## src/hw/rtl/smpq_pkg.sv

```systemverilog
// Shared types and codes for the stable minimum priority queue.
// Depends on nothing; used by smpq_cell and stable_min_priority_queue_top.
package smpq_pkg;

   localparam int DefaultQueueDepth = 64;

   localparam logic [1:0] FUNC_INSERT = 2'd0;
   localparam logic [1:0] FUNC_POP    = 2'd1;
   localparam logic [1:0] FUNC_CLEAR  = 2'd2;

   localparam logic [1:0] ST_OK       = 2'd0;
   localparam logic [1:0] ST_EMPTY    = 2'd1;
   localparam logic [1:0] ST_BADPAGES = 2'd2;
   localparam logic [1:0] ST_FULL     = 2'd3;

   typedef struct packed {
      logic [1:0]  func;
      logic [15:0] pages;
      logic [15:0] job_tag;
   } req_type;

   typedef struct packed {
      logic [1:0]  status;
      logic [15:0] out_tag;
      logic [15:0] out_pages;
      logic [6:0]  occupancy;
   } rsp_type;

   typedef struct packed {
      logic [15:0] pages;
      logic [15:0] tag;
   } entry_type;

   // broadcast to every cell of the chain
   typedef struct packed {
      logic      ins;
      logic      pop;
      entry_type new_entry;
   } cell_ctrl_type;

endpackage

```

## src/hw/rtl/smpq_cell.sv

```systemverilog
// One slot of the sorted chain: holds an entry and shifts with its neighbors.
// Depends on smpq_pkg.
module smpq_cell (
   input  logic                   clock,
   input  smpq_pkg::cell_ctrl_type ctrl,
   input  logic                   held,
   input  logic                   prev_keep,
   input  smpq_pkg::entry_type    prev_entry,
   input  smpq_pkg::entry_type    next_entry,
   output logic                   keep,
   output smpq_pkg::entry_type    entry
);
   import smpq_pkg::*;

   entry_type entry_ff, entry_in;

   // a held entry with the same or fewer pages stays ahead of the new job
   assign keep  = held && (entry_ff.pages <= ctrl.new_entry.pages);
   assign entry = entry_ff;

   always_comb begin
      entry_in = entry_ff;
      if (ctrl.pop) begin
         entry_in = next_entry;
      end else if (ctrl.ins && !keep) begin
         entry_in = prev_keep ? ctrl.new_entry : prev_entry;
      end
   end

   always_ff @(posedge clock) begin
      entry_ff <= entry_in;
   end

endmodule

```

## config.mk

```make
export PLATFORM = sky130hd
export DESIGN_NAME = smpq_cell
export DESIGN_NICKNAME = d
export VERILOG_FILES = /design/src/hw/rtl/smpq_pkg.sv /design/src/hw/rtl/smpq_cell.sv
export SDC_FILE = /design/constraint.sdc
export NUM_CORES = 1
export LEC_CHECK = 0
export ABC_AREA = 1
export BUFFER_PORTS_ARGS = -buffer_cell sky130_fd_sc_hd__buf_2
export CAP_MARGIN = 0
export CORE_MARGIN = 10
export CORE_UTILIZATION = 38
export CTS_BUF_LIST = sky130_fd_sc_hd__clkbuf_16
export DETAILED_ROUTE_END_ITERATION = 7
export PLACE_DENSITY = 0.76
export REMOVE_ABC_BUFFERS = 1
export SKIP_LAST_GASP = 1
export SYNTH_ARGS = -nofsm -noshare
export SYNTH_HDL_FRONTEND = slang
export SYNTH_SLANG_ARGS = --single-unit
```

## constraint.sdc

```tcl
create_clock -name clock -period 2 [get_ports clock]
set_input_delay 0.1 -clock clock [delete_from_list [all_inputs] [get_ports clock]]
set_output_delay 0.1 -clock clock [all_outputs]
set_load 0.005 [all_outputs]
```

# --- Word-level counts from Yosys, hierarchy flattened ---
# Cells that the tools add are included.
classes:
  magnitude_cmp: 1
  n_mux: 3
  reduce_logical: 4
op_table:
  columns: ["operator", "count"]
  rows:
  - ["two-way mux 32 bit", 3]
  - ["less-or-equal comparator 16 bit", 1]
  - ["logical AND 1 bit", 2]
  - ["nonzero test 2 bit", 1]
  - ["zero test 1 bit", 1]
word_totals:
  reg_bits: 32
  inputBits: 101

# --- Depth between registers and ports, before layout ---
# Gate-level depths: netlist of run 1.
depth:
  ltp_word: 6
  mapped_depth: 15

# --- Worst setup path after synthesis of run 1 ---
# No wires, ideal clock.
synth_timing:
  path_kind: "reg2reg"
  startpoint: "reg entry_ff, in the netlist entry[31]"
  endpoint: "reg entry_ff, in the netlist entry[0], enable pin"
  arrival_time_ns: 1.905
  slack_ns: -0.294
  path_stages_with_launch: 10
  path_buffers: 0
  cell_sequence: "edfxtp_1 > ha_1 > nand2_2 > nor3_2 > nand2_1 > nand2_1 > nand2_1 > nand2_1 > nand2_1 > nand2_1"
synth_between:
  elab_chain_cells: 5
synth_lines:
  columns: ["item", "line_no", "rtl"]
  rows:
  - ["start: declaration", "smpq_cell.sv:15", "entry_type entry_ff, entry_in;"]
  - ["start signal: assignment", "smpq_cell.sv:31", "entry_ff <= entry_in;"]
  - ["less-or-equal comparator 16 bit", "smpq_cell.sv:18", "assign keep = held && (entry_ff.pages <= ctrl.new_entry.pages);"]
  - ["logical AND 1 bit", "smpq_cell.sv:18", null]
  - ["zero test 1 bit", "smpq_cell.sv:25", "end else if (ctrl.ins && !keep) begin"]
  - ["logical AND 1 bit", "smpq_cell.sv:25", null]
  - ["nonzero test 2 bit (no source line)", null, null]
# Every way passes these cells.
# A chain may end at the register's enable or synchronous reset.

# --- Worst setup path in the final report of run 1 ---
layout_timing:
  startpoint: "reg entry_ff, in the netlist entry[30]"
  endpoint: "reg entry_ff, in the netlist entry[29], enable pin"
# Same word-level chain as after synthesis.

==> results.json, run 1 <==
{
  "status": "completed",
  "endpoint_kind": "flop",
  "antenna_found_initial": 0,
  "dr_wl_met3_um": 659,
  "fin_ws_ns": 0.123,
  "fin_crit_sh_pct": 93.8,
  "finalHoldViolCount": 0,
  "p_per_area_nw_per_um2": 677,
  "final_max_slew_viol_count": 0,
  "grt_pass1_wl_mm": 10.4,
  "grt_usage_pct": 14.6,
  "fin_util_pct": 58.1,
  "drive_gt1_share_pct": 40.3,
  "top_layer_used": "met4",
  "yosysSeqAreaShare_pct": 46.8,
  "crit_type": "flop to flop",
  "grt.overflow.total": 0,
  "clock-root-buffer": "clkbuf_16",
  "path_clk_slew_ns": 0.05,
  "pwr-share-seq_pct": 42.0,
  "syn_to_final_growth_pct": 46.3,
  "drt_iter0_markers": 57,
  "p_int_mw": 1.51,
  "crit_path_start_kind": "flop",
  "yosysTopAreaCell": "edfxtp_1",
  "ys_seq_elements": 32,
  "worst_pin_slew_ns": 0.452,
  "cts_made_buffers": 5,
  "synth.area.top_cells": "edfxtp_1 47%, nand2_1 12%, a21oi_1 11%",
  "dpl.hpwl_mm": 5.35,
  "syn_area_um2": 2050,
  "final_antenna_net_count": 0,
  "die-area_um2": 8750,
  "start_util_pct": 39.7,
  "rr_endpoint": "entry[29]",
  "routed_wl_mm": 6.63,
  "cts_tree": "done",
  "setup_viol": 0,
  "leakage_nw": 1.53,
  "crit_fanout": 9,
  "final_common_cell": "buf_2",
  "clock_power_share_pct": 34.1,
  "wl_per_cell_um": 14.6,
  "core_area_um2": 5170,
  "startpoint": "entry[30]",
  "clk_path_buf_depth": 2,
  "min_from": "next_entry[26]",
  "crit_required_ns": 1.99,
  "netlist_instances": 250,
  "p_switching_uw": 526,
  "hold_class": "input pin to flop",
  "r2r_slack_ns": 0.12,
  "drc": 0,
  "hold_depth": 3,
  "power.share.combinational_pct": 23.9,
  "synth_area_per_cell_um2": 8.22,
  "cp.arrival_ns": 1.86,
  "cts_max_level": 2,
  "nets": 501,
  "slew_headroom_pct": 69.8,
  "fillers": 489,
  "cts.sinks": 32,
  "fin_crit_ns": 1.88,
  "grt_max_degree": 28,
  "std_cell_rows": 26,
  "min_to": "entry[26]",
  "via_count": 2142,
  "wl_met1_mm": 2.70,
  "clk_latency_ns": 0.27,
  "r2r_cells": 10,
  "chipWidth_um": 93.5,
  "io_pins": 134,
  "die_height_um": 93.5,
  "largest_reg_flops": 32,
  "antenna_cells": 0,
  "fmax_mhz": 533,
  "mostFrequentLayoutCells": "133 x buf_2, 63 x nand2_1, 42 x a21oi_1",
  "r2r_start": "entry[30]",
  "gp_congestion": 0.781,
  "netSwitchingFraction_pct": 25.9,
  "drv_cap": 0,
  "vias_per_cell": 4.71,
  "drtPass1Iterations": 4,
  "ys_warn_count": 0,
  "pre_cts_ws_ns": 0.0377,
  "skew_ns": 0.00694,
  "synth_cell_type_count": 20,
  "first_global_vias": 2302,
  "dr_wl_met2_mm": 3.19,
  "synth_top_area_share_pct": 46.8,
  "numPortBuffers": 133,
  "irDropWorstVdd_v": 0.000483
}
## through the flow
step / instances / TNS (ns) / hold slack (ns) / instance area, um^2 / power (mW)
2_1_floorplan: 237 / -9.41 / 0.287 / 1980 / 1.07
3_3_place_gp: 445 / 0 / 0.386 / 2800 / 1.31
3_5_place_dp: 445 / 0 / 0.389 / 2800 / 1.33
4_1_cts: 453 / 0 / 0.107 / 2930 / 2.04
5_1_grt: 455 / -0.00199 / 0.121 / 3010 / 2.17
6_report: 455 / 0 / 0.108 / 3010 / 2.04
## cell usage after synthesis, drive strengths merged
cell type and count:
nand2 66, a21oi 44, edfxtp 32, o21ai 27, nor2 24, inv 23, ha 16, buf 9
clkbuf 4, nand3 2, a21o 1, nand4 1, nor3 1
## timing repair
action / CTS / global route
endpoints found under the setup margin: 0 / 32
setup buffers: 0 / 1
hold buffers: 0 / 0
resized for setup: 0 / 7
## logic make-up (layout without fill, tap and decap cells)
group                      count (synthesis)  after routing  share of synthesized area, %
buffers and inverters                     36            171                          7.86
AOI/OAI and AO/OA                         72             72                          17.7
and+or+nand+nor                           94             94                          18.0
adders and majority gates                 16             16                          9.74
DFF                                       32             32                          46.8
## power by group through the flow
stage	registers (mW)	clock network, mW	logic, mW
global placement	0.859	0	0.454
detailed placement	0.865	0	0.467
global route	0.861	0.748	0.558
floorplan	0.876	0	0.190
CTS	0.853	0.715	0.469
finish	0.855	0.694	0.487
## worst max-delay path by stage
stage / to / slack [ns]
5_1_grt: entry[2] / -0.0007
4_1_cts: entry[10] / 0.02
3_5_place_dp: entry[10] / 0.04
2_1_floorplan: entry[0] / -0.29
3_3_place_gp: entry[5] / 0.1
6_report: entry[29] / 0.12
## critical path, stage by stage, from the launching register on
cell and delay [ns]:
edfxtp_1 0.40, ha_1 0.31, nand2_2 0.07, nor3_2 0.22, nand2_1 0.08, nand2_1 0.05, nand2_1 0.04, nand2_1 0.08
nand2_2 0.07, nand2_4 0.11, clkbuf_16 0.17
## area by class of cell
type                    instances  area (um^2)  area share, %
clock buffers                   5          125           4.16
clock inverters                 3         11.3          0.375
inverters                      23         86.3           2.87
multi-input cells             182          975           32.4
flip-flops and latches         32          961           32.0
well taps                      70         87.6           2.91
repair buffers                140          761           25.3
## metal layers
metal,GRT usage (%),vias to the layer above
li1,-,1111
met3,7.35,8
met5,0,-
met4,3.42,0
met1,15.9,933
met2,24.8,90
(Power assumes the default switching activity.)
==> run 2: changes to the inputs <==
--- a/config.mk
+++ b/config.mk
@@ -9,10 +9,10 @@
 export BUFFER_PORTS_ARGS = -buffer_cell sky130_fd_sc_hd__buf_2
 export CAP_MARGIN = 0
 export CORE_MARGIN = 10
-export CORE_UTILIZATION = 38
-export CTS_BUF_LIST = sky130_fd_sc_hd__clkbuf_16
+export CORE_UTILIZATION = 39
+export CTS_BUF_LIST = sky130_fd_sc_hd__clkbuf_4
 export DETAILED_ROUTE_END_ITERATION = 7
-export PLACE_DENSITY = 0.76
+export PLACE_DENSITY = 0.78
 export REMOVE_ABC_BUFFERS = 1
 export SKIP_LAST_GASP = 1
 export SYNTH_ARGS = -nofsm -noshare
==> results.json, run 2 (synthesis results as in run 1) <==
{
  "slowest_stage": "edfxtp_1",
  "pwr-share-seq_pct": 49.1,
  "chipWidth_um": 92.6,
  "drc": 0,
  "drt_iter0_markers": 105,
  "cp_common_cell": "nand2_2",
  "numPortBuffers": 133,
  "antenna_found_initial": 1,
  "fin_crit_ns": 1.90,
  "syn_to_final_growth_pct": 46.2,
  "endpoint_kind": "flop",
  "drive_gt1_share_pct": 43.4,
  "fillers": 482,
  "nets": 504,
  "regArea_um2": 961,
  "grt_max_degree": 32,
  "hold_depth": 3,
  "via_count": 2189,
  "cts_made_buffers": 5,
  "slew_headroom_pct": 62.1,
  "first_global_vias": 2334,
  "path_clk_slew_ns": 0.10,
  "crit_type": "flop to flop",
  "crit_required_ns": 2.06,
  "final_max_slew_viol_count": 0,
  "antenna_cells": 0,
  "p_per_area_nw_per_um2": 579,
  "p_switching_uw": 513,
  "power.share.combinational_pct": 30.2,
  "dpl.hpwl_mm": 5.36,
  "die_height_um": 92.6,
  "grt.overflow.total": 0,
  "gp_congestion": 0.739,
  "slowest_delay_ns": 0.40,
  "cts.sinks": 32,
  "std_cell_rows": 26,
  "final_antenna_net_count": 0,
  "grt_pass1_wl_mm": 10.7,
  "cts_max_level": 2,
  "final_area_um2": 3000,
  "skew_ns": 0.00567,
  "status": "completed",
  "r2r_cells": 10,
  "cts_tree": "done",
  "clk_latency_ns": 0.33,
  "p_int_mw": 1.23,
  "clock_power_share_pct": 20.7,
  "final_common_cell": "buf_2",
  "routed_wl_mm": 6.86,
  "netSwitchingFraction_pct": 29.5,
  "setup_viol": 0,
  "worst_pin_slew_ns": 0.568,
  "crit_family": "simple AND/OR/NAND/NOR gates",
  "vias_per_cell": 4.79,
  "drv_cap": 0,
  "crit_buf_inv": 1,
  "worstSetupPathDepth": 10,
  "largest_reg_flops": 32,
  "finalHoldViolCount": 0,
  "cp.arrival_ns": 1.95,
  "hold_class": "input pin to flop",
  "rsz0062_at_grt": "yes",
  "wl_per_cell_um": 15.0,
  "dpl-instance-area_um2": 2780,
  "mostFrequentLayoutCells": "133 x buf_2, 58 x nand2_1, 42 x a21oi_1",
  "grt_usage_pct": 15.2,
  "die-area_um2": 8570,
  "leakage_nw": 1.52,
  "multi_input_area_um2": 1020,
  "fin_crit_sh_pct": 94.8,
  "start_util_pct": 40.2,
  "irDropWorstVdd_v": 0.000301,
  "fmax_mhz": 528,
  "crit_fanout": 6,
  "core_area_um2": 5110,
  "clk_path_buf_depth": 2,
  "path_cells": "ha_1, nand2_2, o21ai_0, a21oi_2, nand2_1, nand2_1, nand2_2, nand2_2, nand2_4, clkbuf_16",
  "clock-root-buffer": "clkbuf_4",
  "total_power_mw": 1.74,
  "io_pins": 134,
  "drtPass1Iterations": 4,
  "crit_path_start_kind": "flop"
}
==> run 2: path summary, 6_finish.rpt <==
| path | startpoint | end | slack [ns] |
|---|---|---|---|
| worst max-delay path | entry[31] | entry[3] | 0.10 |
| worst min-delay path | next_entry[29] | entry[29] | 0.05 |
| worst max register to register | entry[31] | entry[3] | 0.10 |
| worst min register to register | entry[31] | entry[14] | 1.30 |
==> run 2: layer usage <==
| metal | routed length (um) | global-route usage [%] | part of all wire [%] | vias up |
|---|---|---|---|---|
| li1 | - | - | - | 1114 |
| met3 | 711 | 8.07 | 10 | 9 |
| met5 | 0 | 0 | 0 | - |
| met2 | 3300 | 25.8 | 48 | 89 |
| met4 | 78 | 4.37 | 1.1 | 0 |
| met1 | 2770 | 16.0 | 40 | 977 |
==> run 2: final cells by class <==
class | instances | area share (%)
tap | 70 | 2.92
clock buffer | 6 | 1.50
multi-input combinational | 182 | 34.0
inverter | 23 | 2.88
timing repair buffer | 143 | 26.5
sequential | 32 | 32.0
clock inverter | 1 | 0.167
==> run 2: per-stage QoR <==
stage	TNS [ns]	setup WS (ns)	util, %	hold slack, ns	instances
2_1_floorplan	-9.41	-0.294	-	0.287	237
3_3_place_gp	0	0.138	54.5	0.390	445
3_5_place_dp	0	0.0684	54.5	0.386	445
4_1_cts	0	0.0580	55.5	0.0329	452
5_1_grt	-0.479	-0.0268	58.8	0.0361	457
6_report	0	0.104	58.8	0.0502	457
==> run 2: power groups by stage <==
| stage | logic, mW | clock network [mW] | registers (mW) |
|---|---|---|---|
| 6_report | 0.525 | 0.360 | 0.854 |
| 5_1_grt | 0.597 | 0.409 | 0.861 |
| 4_1_cts | 0.463 | 0.377 | 0.850 |
| 3_5_place_dp | 0.463 | 0 | 0.865 |
| 3_3_place_gp | 0.448 | 0 | 0.859 |
| 2_1_floorplan | 0.190 | 0 | 0.876 |
==> run 2: worst min-delay path, cell delays in order <==
cell	delay [ns]
buf_2	0.08
nand2_1	0.03
o21ai_0	0.06
==> run 2: repair_timing <==
item / CTS / global route
hold buffers: 0 / 0
endpoints found under the setup margin: 0 / 33
buffers inserted: 0 / 2
resized for setup: 0 / 18
